## config.mk

```make
export PLATFORM = sky130hd
export DESIGN_NAME = rtu_silence_frame_receiver_top_flat
export DESIGN_NICKNAME = d
export VERILOG_FILES = /design/src/rtl/rsfr_pkg.sv /design/src/rtl/rsfr_if.sv /design/src/rtl/rsfr_cfg.sv /design/src/rtl/rsfr_ctrl.sv /design/src/rtl/rsfr_store.sv /design/src/rtl/rtu_silence_frame_receiver_top.sv /design/src/flat_wrapper.sv
export SDC_FILE = /design/constraint.sdc
export NUM_CORES = 2
export LEC_CHECK = 0
export ABC_CLOCK_PERIOD_IN_PS = 4850
export CAP_MARGIN = 20
export CORE_MARGIN = 5
export CORE_UTILIZATION = 50
export CTS_CLUSTER_SIZE = 24
export DETAILED_ROUTE_END_ITERATION = 12
export DONT_BUFFER_PORTS = 1
export PLACE_DENSITY_LB_ADDON = 0.3
export SYNTH_ARGS = -nofsm -noshare
export SYNTH_HDL_FRONTEND = slang
export SYNTH_SLANG_ARGS = --single-unit
```

## constraint.sdc

```tcl
create_clock -name clk -period 4.85 [get_ports clk]
set_input_delay 1.455 -clock clk [delete_from_list [all_inputs] [get_ports clk]]
set_output_delay 1.455 -clock clk [all_outputs]
set_load 0.02 [all_outputs]
```

## src/rtl/rsfr_pkg.sv

```systemverilog
// Package for the RTU silence frame receiver.
// Holds request codes, register indexes, mode encoding and shared structs.
// No dependencies.
package rsfr_pkg;

    // Request codes on the input channel
    localparam logic [1:0] REQ_BYTE = 2'd0;
    localparam logic [1:0] REQ_TICK = 2'd1;
    localparam logic [1:0] REQ_READ = 2'd2;

    // Receiver state codes as reported on the result channel
    localparam logic [1:0] STATE_INIT = 2'd0;
    localparam logic [1:0] STATE_IDLE = 2'd1;
    localparam logic [1:0] STATE_RCV  = 2'd2;

    // Configuration register map
    localparam int          PADDR_W       = 3;
    localparam logic        REG_END_TICKS = 1'b0;
    localparam logic        REG_GAP_TICKS = 1'b1;
    localparam logic [3:0]  END_TICKS_RST = 4'd7;
    localparam logic [3:0]  GAP_TICKS_RST = 4'd3;

    typedef enum logic [2:0] {
        MODE_INIT = 3'b001,
        MODE_IDLE = 3'b010,
        MODE_RCV  = 3'b100
    } rx_mode_t;

    typedef struct packed {
        logic [3:0] end_ticks;
        logic [3:0] gap_ticks;
    } cfg_regs_t;

    typedef struct packed {
        logic       frame_ready;
        logic [8:0] frame_length;
        logic [7:0] late_gap_count;
        logic [1:0] receiver_state;
        logic       overflow;
    } rx_status_t;

endpackage

```

## src/rtl/rsfr_if.sv

```systemverilog
// Valid/ready channel interfaces for the RTU silence frame receiver.
// Depends on nothing; request and result payloads at fixed widths.
interface rsfr_req_if;
    logic       valid;
    logic       ready;
    logic [1:0] req_type;
    logic [7:0] rx_byte;
    logic       line_error;
    logic [7:0] read_index;

    modport source (output valid, req_type, rx_byte, line_error, read_index, input ready);
    modport sink   (input valid, req_type, rx_byte, line_error, read_index, output ready);
endinterface

interface rsfr_rsp_if;
    logic       valid;
    logic       ready;
    logic       frame_ready;
    logic [8:0] frame_length;
    logic [7:0] late_gap_count;
    logic [7:0] read_data;
    logic [1:0] receiver_state;
    logic       overflow;

    modport source (output valid, frame_ready, frame_length, late_gap_count, read_data,
                    receiver_state, overflow, input ready);
    modport sink   (input valid, frame_ready, frame_length, late_gap_count, read_data,
                    receiver_state, overflow, output ready);
endinterface

```

## src/rtl/rsfr_cfg.sv

```systemverilog
// APB-style configuration registers: end_ticks and gap_ticks.
// Depends on rsfr_pkg.
module rsfr_cfg (
    input  logic                          clk,
    input  logic                          rst_n,
    input  logic                          psel,
    input  logic                          penable,
    input  logic                          pwrite,
    input  logic [rsfr_pkg::PADDR_W-1:0]  paddr,
    input  logic [31:0]                   pwdata,
    output logic [31:0]                   prdata,
    output logic                          pready,
    output rsfr_pkg::cfg_regs_t           cfg
);
    import rsfr_pkg::*;

    logic [3:0] end_ticks_reg;
    logic [3:0] gap_ticks_reg;
    logic       wr_en;

    assign pready = 1'b1;
    assign wr_en  = psel && penable && pwrite && pready;

    always_ff @(posedge clk or negedge rst_n)
    begin
        if (!rst_n)
        begin
            end_ticks_reg <= END_TICKS_RST;
            gap_ticks_reg <= GAP_TICKS_RST;
        end
        else if (wr_en)
        begin
            // word index is paddr[2]; byte offset bits are ignored
            if (paddr[2] == REG_END_TICKS)
                end_ticks_reg <= pwdata[3:0];
            else
                gap_ticks_reg <= pwdata[3:0];
        end
    end

    always_comb
    begin
        prdata = 32'd0;
        if (paddr[2] == REG_END_TICKS)
            prdata[3:0] = end_ticks_reg;
        else
            prdata[3:0] = gap_ticks_reg;
    end

    assign cfg.end_ticks = end_ticks_reg;
    assign cfg.gap_ticks = gap_ticks_reg;

endmodule

```

## src/rtl/rsfr_ctrl.sv

```systemverilog
// Frame state sequencer: silence timer, gap tally, byte count and store writes.
// Depends on rsfr_pkg.
module rsfr_ctrl #(
    parameter int FRAME_DEPTH = 256,
    parameter int AW          = 8,
    parameter int CW          = 9
) (
    input  logic                   clk,
    input  logic                   rst_n,
    input  rsfr_pkg::cfg_regs_t    cfg,
    input  logic                   accept,
    input  logic [1:0]             req_type,
    input  logic [7:0]             rx_byte,
    input  logic                   line_error,
    output rsfr_pkg::rx_status_t   status,
    output logic                   wr_en,
    output logic [AW-1:0]          wr_addr,
    output logic [7:0]             wr_data
);
    import rsfr_pkg::*;

    localparam logic [CW-1:0] DEPTH_C = CW'(FRAME_DEPTH);

    rx_mode_t      mode_reg,    mode_next;
    logic [CW-1:0] count_reg,   count_next;
    logic [3:0]    silence_reg, silence_next;
    logic          running_reg, running_next;
    logic [7:0]    tally_reg,   tally_next;
    logic          ovf_reg,     ovf_next;

    always_comb
    begin
        logic [3:0] sil_inc;
        logic [7:0] tally_inc;
        sil_inc      = silence_reg + 4'd1;
        tally_inc    = (sil_inc == cfg.gap_ticks) ? tally_reg + 8'd1 : tally_reg;
        mode_next    = mode_reg;
        count_next   = count_reg;
        silence_next = silence_reg;
        running_next = running_reg;
        tally_next   = tally_reg;
        ovf_next     = ovf_reg;
        wr_en        = 1'b0;
        wr_addr      = count_reg[AW-1:0];
        wr_data      = rx_byte;
        status.frame_ready    = 1'b0;
        status.late_gap_count = 8'd0;

        if (accept)
        begin
            unique case (req_type)
                REQ_BYTE:
                begin
                    if (!line_error)
                    begin
                        silence_next = 4'd0;
                        running_next = 1'b1;
                        unique case (mode_reg)
                            MODE_INIT: ;
                            MODE_IDLE:
                            begin
                                mode_next  = MODE_RCV;
                                wr_en      = 1'b1;
                                wr_addr    = '0;
                                count_next = CW'(1);
                                ovf_next   = 1'b0;
                                tally_next = 8'd0;
                            end
                            MODE_RCV:
                            begin
                                if (count_reg < DEPTH_C)
                                begin
                                    wr_en      = 1'b1;
                                    count_next = count_reg + CW'(1);
                                end
                                else
                                    ovf_next = 1'b1;
                            end
                            default: mode_next = MODE_INIT;
                        endcase
                    end
                end
                REQ_TICK:
                begin
                    if (running_reg)
                    begin
                        silence_next = sil_inc;
                        tally_next   = tally_inc;
                        if (sil_inc == cfg.end_ticks)
                        begin
                            // the final gap also reached gap_ticks; leave it out
                            if (mode_reg == MODE_RCV)
                            begin
                                status.frame_ready    = 1'b1;
                                status.late_gap_count = (tally_inc != 8'd0) ?
                                                        tally_inc - 8'd1 : 8'd0;
                            end
                            mode_next    = MODE_IDLE;
                            running_next = 1'b0;
                            tally_next   = 8'd0;
                        end
                    end
                end
                default: ;
            endcase
        end

        status.frame_length = 9'(count_next);
        status.overflow     = ovf_next;
        unique case (mode_next)
            MODE_INIT: status.receiver_state = STATE_INIT;
            MODE_IDLE: status.receiver_state = STATE_IDLE;
            MODE_RCV:  status.receiver_state = STATE_RCV;
            default:   status.receiver_state = STATE_INIT;
        endcase
    end

    always_ff @(posedge clk or negedge rst_n)
    begin
        if (!rst_n)
        begin
            mode_reg    <= MODE_INIT;
            count_reg   <= '0;
            silence_reg <= 4'd0;
            running_reg <= 1'b0;
            tally_reg   <= 8'd0;
            ovf_reg     <= 1'b0;
        end
        else
        begin
            mode_reg    <= mode_next;
            count_reg   <= count_next;
            silence_reg <= silence_next;
            running_reg <= running_next;
            tally_reg   <= tally_next;
            ovf_reg     <= ovf_next;
        end
    end

endmodule

```

## src/rtl/rsfr_store.sv

```systemverilog
// Frame byte store: one write port, one registered read port.
// No dependencies.
module rsfr_store #(
    parameter int DEPTH = 256,
    parameter int AW    = 8
) (
    input  logic          clk,
    input  logic          wr_en,
    input  logic [AW-1:0] wr_addr,
    input  logic [7:0]    wr_data,
    input  logic          rd_en,
    input  logic [AW-1:0] rd_addr,
    output logic [7:0]    rd_data
);
    logic [7:0] mem [DEPTH];
    logic [7:0] rd_data_reg;

    always_ff @(posedge clk)
    begin
        if (wr_en)
            mem[wr_addr] <= wr_data;
    end

    // held while no new read is issued
    always_ff @(posedge clk)
    begin
        if (rd_en)
            rd_data_reg <= mem[rd_addr];
    end

    assign rd_data = rd_data_reg;

endmodule

```

## src/rtl/rtu_silence_frame_receiver_top.sv

```systemverilog
// RTU silence frame receiver: frames cut by line silence, bytes kept in a store.
// Result path: store read and status registered on the accepting edge, then moved
// to the output register once it is free or draining. The store has one write and
// one read port. Throughput: one request per cycle unless the result channel stalls.
// Reset: rst_n async, clears mode, counters, tally, flags and pipeline valids;
// end_ticks resets to 7, gap_ticks to 3; store contents are not cleared.
// Depends on rsfr_pkg, rsfr_if, rsfr_cfg, rsfr_ctrl, rsfr_store.
module rtu_silence_frame_receiver_top #(
    parameter int FRAME_DEPTH = 256
) (
    input  logic                          clk,
    input  logic                          rst_n,
    input  logic                          psel,
    input  logic                          penable,
    input  logic                          pwrite,
    input  logic [rsfr_pkg::PADDR_W-1:0]  paddr,
    input  logic [31:0]                   pwdata,
    output logic [31:0]                   prdata,
    output logic                          pready,
    rsfr_req_if.sink                      req,
    rsfr_rsp_if.source                    rsp
);
    import rsfr_pkg::*;

    localparam int AW = $clog2(FRAME_DEPTH);
    localparam int CW = $clog2(FRAME_DEPTH + 1);

    cfg_regs_t   cfg;
    rx_status_t  status;
    logic        accept;
    logic        wr_en;
    logic [AW-1:0] wr_addr;
    logic [7:0]  wr_data;
    logic        rd_en;
    logic        in_range;
    logic [7:0]  mem_q;

    logic        s1_valid_reg, s1_valid_next;
    rx_status_t  s1_status_reg;
    logic        s1_rd_reg;
    logic        s1_move;

    logic        out_valid_reg, out_valid_next;
    rx_status_t  out_status_reg;
    logic [7:0]  out_rdata_reg;

    rsfr_cfg u_cfg (
        .clk     (clk),
        .rst_n   (rst_n),
        .psel    (psel),
        .penable (penable),
        .pwrite  (pwrite),
        .paddr   (paddr),
        .pwdata  (pwdata),
        .prdata  (prdata),
        .pready  (pready),
        .cfg     (cfg)
    );

    rsfr_ctrl #(
        .FRAME_DEPTH (FRAME_DEPTH),
        .AW          (AW),
        .CW          (CW)
    ) u_ctrl (
        .clk        (clk),
        .rst_n      (rst_n),
        .cfg        (cfg),
        .accept     (accept),
        .req_type   (req.req_type),
        .rx_byte    (req.rx_byte),
        .line_error (req.line_error),
        .status     (status),
        .wr_en      (wr_en),
        .wr_addr    (wr_addr),
        .wr_data    (wr_data)
    );

    assign in_range = ({24'd0, req.read_index} < 32'(FRAME_DEPTH));
    assign rd_en    = accept && (req.req_type == REQ_READ) && in_range;

    rsfr_store #(
        .DEPTH (FRAME_DEPTH),
        .AW    (AW)
    ) u_store (
        .clk     (clk),
        .wr_en   (wr_en),
        .wr_addr (wr_addr),
        .wr_data (wr_data),
        .rd_en   (rd_en),
        .rd_addr (AW'(req.read_index)),
        .rd_data (mem_q)
    );

    // two slots: store-read stage and output register
    assign s1_move   = s1_valid_reg && (!out_valid_reg || rsp.ready);
    assign req.ready = !s1_valid_reg || s1_move;
    assign accept    = req.valid && req.ready;

    always_comb
    begin
        s1_valid_next = s1_valid_reg;
        if (accept)
            s1_valid_next = 1'b1;
        else if (s1_move)
            s1_valid_next = 1'b0;

        out_valid_next = out_valid_reg;
        if (s1_move)
            out_valid_next = 1'b1;
        else if (rsp.ready)
            out_valid_next = 1'b0;
    end

    always_ff @(posedge clk or negedge rst_n)
    begin
        if (!rst_n)
        begin
            s1_valid_reg  <= 1'b0;
            out_valid_reg <= 1'b0;
        end
        else
        begin
            s1_valid_reg  <= s1_valid_next;
            out_valid_reg <= out_valid_next;
        end
    end

    always_ff @(posedge clk)
    begin
        if (accept)
        begin
            s1_status_reg <= status;
            s1_rd_reg     <= rd_en;
        end
        if (s1_move)
        begin
            out_status_reg <= s1_status_reg;
            out_rdata_reg  <= s1_rd_reg ? mem_q : 8'd0;
        end
    end

    assign rsp.valid          = out_valid_reg;
    assign rsp.frame_ready    = out_status_reg.frame_ready;
    assign rsp.frame_length   = out_status_reg.frame_length;
    assign rsp.late_gap_count = out_status_reg.late_gap_count;
    assign rsp.read_data      = out_rdata_reg;
    assign rsp.receiver_state = out_status_reg.receiver_state;
    assign rsp.overflow       = out_status_reg.overflow;

endmodule

```

## src/flat_wrapper.sv

```systemverilog
// flat-port wrapper written by rule: the top's interface ports become plain ports
module rtu_silence_frame_receiver_top_flat import rsfr_pkg::*;
#(
    parameter int FRAME_DEPTH = 256
)
  (clk, rst_n, psel, penable, pwrite, paddr, pwdata, prdata, pready, req_valid, req_req_type, req_rx_byte, req_line_error, req_read_index, req_ready, rsp_valid, rsp_frame_ready, rsp_frame_length, rsp_late_gap_count, rsp_read_data, rsp_receiver_state, rsp_overflow, rsp_ready);
  rsfr_req_if req_i ();
  rsfr_rsp_if rsp_i ();
  input  logic clk;
  input  logic rst_n;
  input  logic psel;
  input  logic penable;
  input  logic pwrite;
  input  logic [rsfr_pkg::PADDR_W-1:0] paddr;
  input  logic [31:0] pwdata;
  output logic [31:0] prdata;
  output logic pready;
  input wire logic [$bits(req_i.valid)-1:0] req_valid;
  input wire logic [$bits(req_i.req_type)-1:0] req_req_type;
  input wire logic [$bits(req_i.rx_byte)-1:0] req_rx_byte;
  input wire logic [$bits(req_i.line_error)-1:0] req_line_error;
  input wire logic [$bits(req_i.read_index)-1:0] req_read_index;
  output wire logic [$bits(req_i.ready)-1:0] req_ready;
  output wire logic [$bits(rsp_i.valid)-1:0] rsp_valid;
  output wire logic [$bits(rsp_i.frame_ready)-1:0] rsp_frame_ready;
  output wire logic [$bits(rsp_i.frame_length)-1:0] rsp_frame_length;
  output wire logic [$bits(rsp_i.late_gap_count)-1:0] rsp_late_gap_count;
  output wire logic [$bits(rsp_i.read_data)-1:0] rsp_read_data;
  output wire logic [$bits(rsp_i.receiver_state)-1:0] rsp_receiver_state;
  output wire logic [$bits(rsp_i.overflow)-1:0] rsp_overflow;
  input wire logic [$bits(rsp_i.ready)-1:0] rsp_ready;
  assign req_i.valid = req_valid;
  assign req_i.req_type = req_req_type;
  assign req_i.rx_byte = req_rx_byte;
  assign req_i.line_error = req_line_error;
  assign req_i.read_index = req_read_index;
  assign req_ready = req_i.ready;
  assign rsp_valid = rsp_i.valid;
  assign rsp_frame_ready = rsp_i.frame_ready;
  assign rsp_frame_length = rsp_i.frame_length;
  assign rsp_late_gap_count = rsp_i.late_gap_count;
  assign rsp_read_data = rsp_i.read_data;
  assign rsp_receiver_state = rsp_i.receiver_state;
  assign rsp_overflow = rsp_i.overflow;
  assign rsp_i.ready = rsp_ready;
  rtu_silence_frame_receiver_top #(.FRAME_DEPTH(FRAME_DEPTH)) u_core (.clk(clk), .rst_n(rst_n), .psel(psel), .penable(penable), .pwrite(pwrite), .paddr(paddr), .pwdata(pwdata), .prdata(prdata), .pready(pready), .req(req_i), .rsp(rsp_i));
endmodule
```

==> results.md <==
- Final hold vios: 0
- Synth warnings: 0
- Max reg flops: 2048
- Slowest-stage cell, CP: mux4_2
- Logic pwr share: 3.7%
- Port bufs: 0
- Fin crit share: 91.3%
- Total wire length: 193000 um
- DP Worst Slack: 0.231 ns
- Mapped Avg Cell Area: 20.5 sq um
- Drt first pass iters: 6
- Psw: 7.77 mW
- HP Class: in -> async
- Clock latency on the worst-skew pair: 0.85 ns
- Share of cells above drive strength 1: 22.8%
- Starting density of the core: 50.2%
- Die Area: 176000 sq um
- Initial DRC Count: 4394
- Setup_tns: 0 ns
- First-pass GRT wire length: 283000 um
- Vias in the first global route: 41145
- Primary FF master, synth: edfxtp_1
- Area of the core: 167000 sq um
- Post-synth EDFFs: 2107
- Switch share: 20.4%
- Crit path cell chain: buf_16 > buf_16 > mux4_2 > mux4_2 > nand2_1 > o21ai_0 > nor4_1 > buf_4 > nor4_1
- Minimum clock period: 4.43 ns
- Adder-cell share of the synthesized area: 0.0746%
- Overflow after GRT: 0
- Rel. slew slack: 4.49%
- Clock tree buffer depth: 3
- Run status: complete, no violations
- Clock sinks: 2143
- Final core utilization: 56.4%
- DRT antenna net count: 0
- Setup WS post-layout: 0.421 ns
- Final net count: 4373
- Via count: 41234
- Post-synthesis compound-gate area fraction: 3.09%
- Crit-path max FO: 113
- Vias per inst: 6.16
- Sequential-to-total area share from yosys stat: 76.5%
- Post_cts resized: 0
- Crit path DAT: 5.00 ns
- Clock power frac: 42.7%
- Synthesized area: 83900 sq um
- #FFs+latches synth: 2143
- Simple-Gate Fraction of Synth Area: 3.09%
- Final non-filler cell total: 6692
- Xor/xnor cell area share of the yosys netlist: 0.282%
- Critical path class: in -> reg
- Multiplexer share of the synthesized area: 15.2%
- Final-report max-slew violation count: 0
- P&R area growth vs syn: 12.4%
- Final setup violating endpoints: 0
- Unique masters post-synth: 70
- TritonCTS clock tree: built
- Gr usage total: 22.0%
- Clk root buf: clkbuf_16
- Max Cap Viol: 0
- Worst VDD drop: 0.000323 V
- CTS Hold Bufs: 0
- Crit path capture type: flop
- Max incr delay on CP: 0.58 ns
- CP Launch Type: primary input
- RSZ-0062 raised after global routing: false
- Fmax: 226 MHz
- Core Rows: 150
- DRC: 0
- Measured slew at the worst slew-check pin: 1.43 ns
- Largest net degree at the start of global routing: 609
- Pwr Density: 405 nW/um^2
- Reg clk slew, reported paths: 0.06 ns
- Postcts setup bufs: 0
- Post-DR wirelength/cell: 28.9 um
- Synth Instances: 4085
- Placed Cells: 6298
- Worst Path Required: 5.42 ns
- Pint: 30.4 mW
- Placer congestion estimate: 0.837
- Seq pwr share: 53.6%
- Die height: 420 um
- Async S/R FF share, synth: 1.68%
- H-tree levels: 4
- Design Power: 38.2 mW
- Lkg Pwr: 30.1 nW
- Main combinational cell family by area after synthesis: multiplexers
- Worst Skew: 0.0546 ns
- Num CTS Buffers: 206
- Die width: 420 um
- Post-DP HPWL: 108000 um
- Initial antenna violation count: 3
- Ports: 125
==> cell type report <==
| class | count | area [sq um] |
|---|---|---|
| Inverter | 10 | 41.3 |
| Fill cell | 12183 | 72700 |
| Tap cell | 2204 | 2760 |
| Multi-Input combinational cell | 1698 | 18300 |
| Clock inverter | 136 | 1610 |
| Antenna cell | 3 | 7.51 |
| Sequential cell | 2143 | 64200 |
| Clock buffer | 250 | 5320 |
| Timing Repair Buffer | 248 | 2030 |
==> per-layer routing <==
layer	share of wire (%)	global-route usage, %	vias up
met5	0	0	-
met3	8.0	3.70	316
met2	49	35.4	1894
li1	-	-	17409
met4	3.1	7.25	0
met1	40	31.1	21615
==> worst max-delay path, delay by kind of cell <==
family | cells | cell delay (ns)
multiplexers | 2 | 1.07
AO/OA/AOI/OAI | 1 | 0.27
AND/OR/NAND/NOR | 3 | 0.62
buffers and inverters | 3 | 1.15
==> power groups by stage <==
stage	clock network [mW]	logic [mW]	registers (mW)
2_1_floorplan	0	1.13	20.8
3_3_place_gp	0	1.24	20.9
3_5_place_dp	0	1.25	20.9
4_1_cts	16.6	1.26	20.5
5_1_grt	17.4	1.49	20.5
6_report	16.3	1.41	20.5
==> worst paths after layout <==
path	from	endpoint	slack (ns)	cells past startpoint
worst max-delay path	req_read_index[0]	u_core.u_store.rd_data[0]$_DFFE_PP_	0.42	9
worst min-delay path	rst_n	u_core.u_ctrl.silence_reg[2]$_DFFE_PN0P_	0.30	0
worst max register to register	u_core.rsp.valid$_DFFE_PN0P_	u_core.u_store.mem[17][4]$_DFFE_PP_	1.17	7
worst min register to register	u_core.s1_status_reg[1]$_DFFE_PP_	u_core.rsp.receiver_state[0]$_DFFE_PP_	0.42	0
max in group asynchronous	rst_n	u_core.u_ctrl.mode_reg[0]$_DFF_PN1_	4.37	0
min in group clk	u_core.s1_status_reg[1]$_DFFE_PP_	u_core.rsp.receiver_state[0]$_DFFE_PP_	0.42	0
==> Yosys cell counts, types with 12 or more instances <==
library cell     n  area (sq um)
edfxtp_1      2107         63300
mux4_2         442          9950
nor2_1         294          1100
mux2i_1        263          2630
o221ai_1       106           928
clkbuf_1        95           357
nand2_1         78           293
o22ai_1         64           400
buf_4           62           465
a21oi_1         57           285
buf_2           56           280
nor3_1          45           225
nand3_1         34           170
o21ai_0         33           165
dfrtp_1         30           751
buf_1           26          97.6
nor4_1          25           156
buf_6           22           248
and2_1          18           113
a221oi_1        16           140
a22o_1          15           131
a211oi_1        14           105
xnor2_1         14           123
mux2_2          12           135
o31ai_1         12          90.1
==> stage by stage <==
stage | instance area [sq um] | hold WS (ns)
2_1_floorplan | 84000 | 0.400
3_3_place_gp | 87200 | 0.405
3_5_place_dp | 87200 | 0.405
4_1_cts | 94100 | 0.232
5_1_grt | 94300 | 0.259
6_report | 94300 | 0.297
==> cell usage in the layout (no fill, tap or decap), types with 15 or more instances in the layout <==
cell,n
nand3_1,34
mux4_2,442
clkbuf_1,44
nor2_1,294
o221ai_1,106
clkinv_1,49
clkinv_2,37
nand2_1,77
dfrtp_1,30
o21ai_0,33
buf_4,237
conb_1,29
bufinv_16,28
nor4_1,25
edfxtp_1,2107
and2_1,17
clkbuf_16,207
nor3_1,44
a21oi_1,57
mux2i_1,263
a221oi_1,16
o22ai_1,64
a22o_1,15
==> cell families after synthesis <==
logic type / count (synthesis)
adder cells (fa/ha/maj): 5
AND/OR/NAND/NOR: 565
XOR/XNOR: 22
flip-flops: 2143
buffers and inverters: 271
multiplexers: 718
other: 2
AO/OA/AOI/OAI: 359
(Power assumes the default switching activity.)
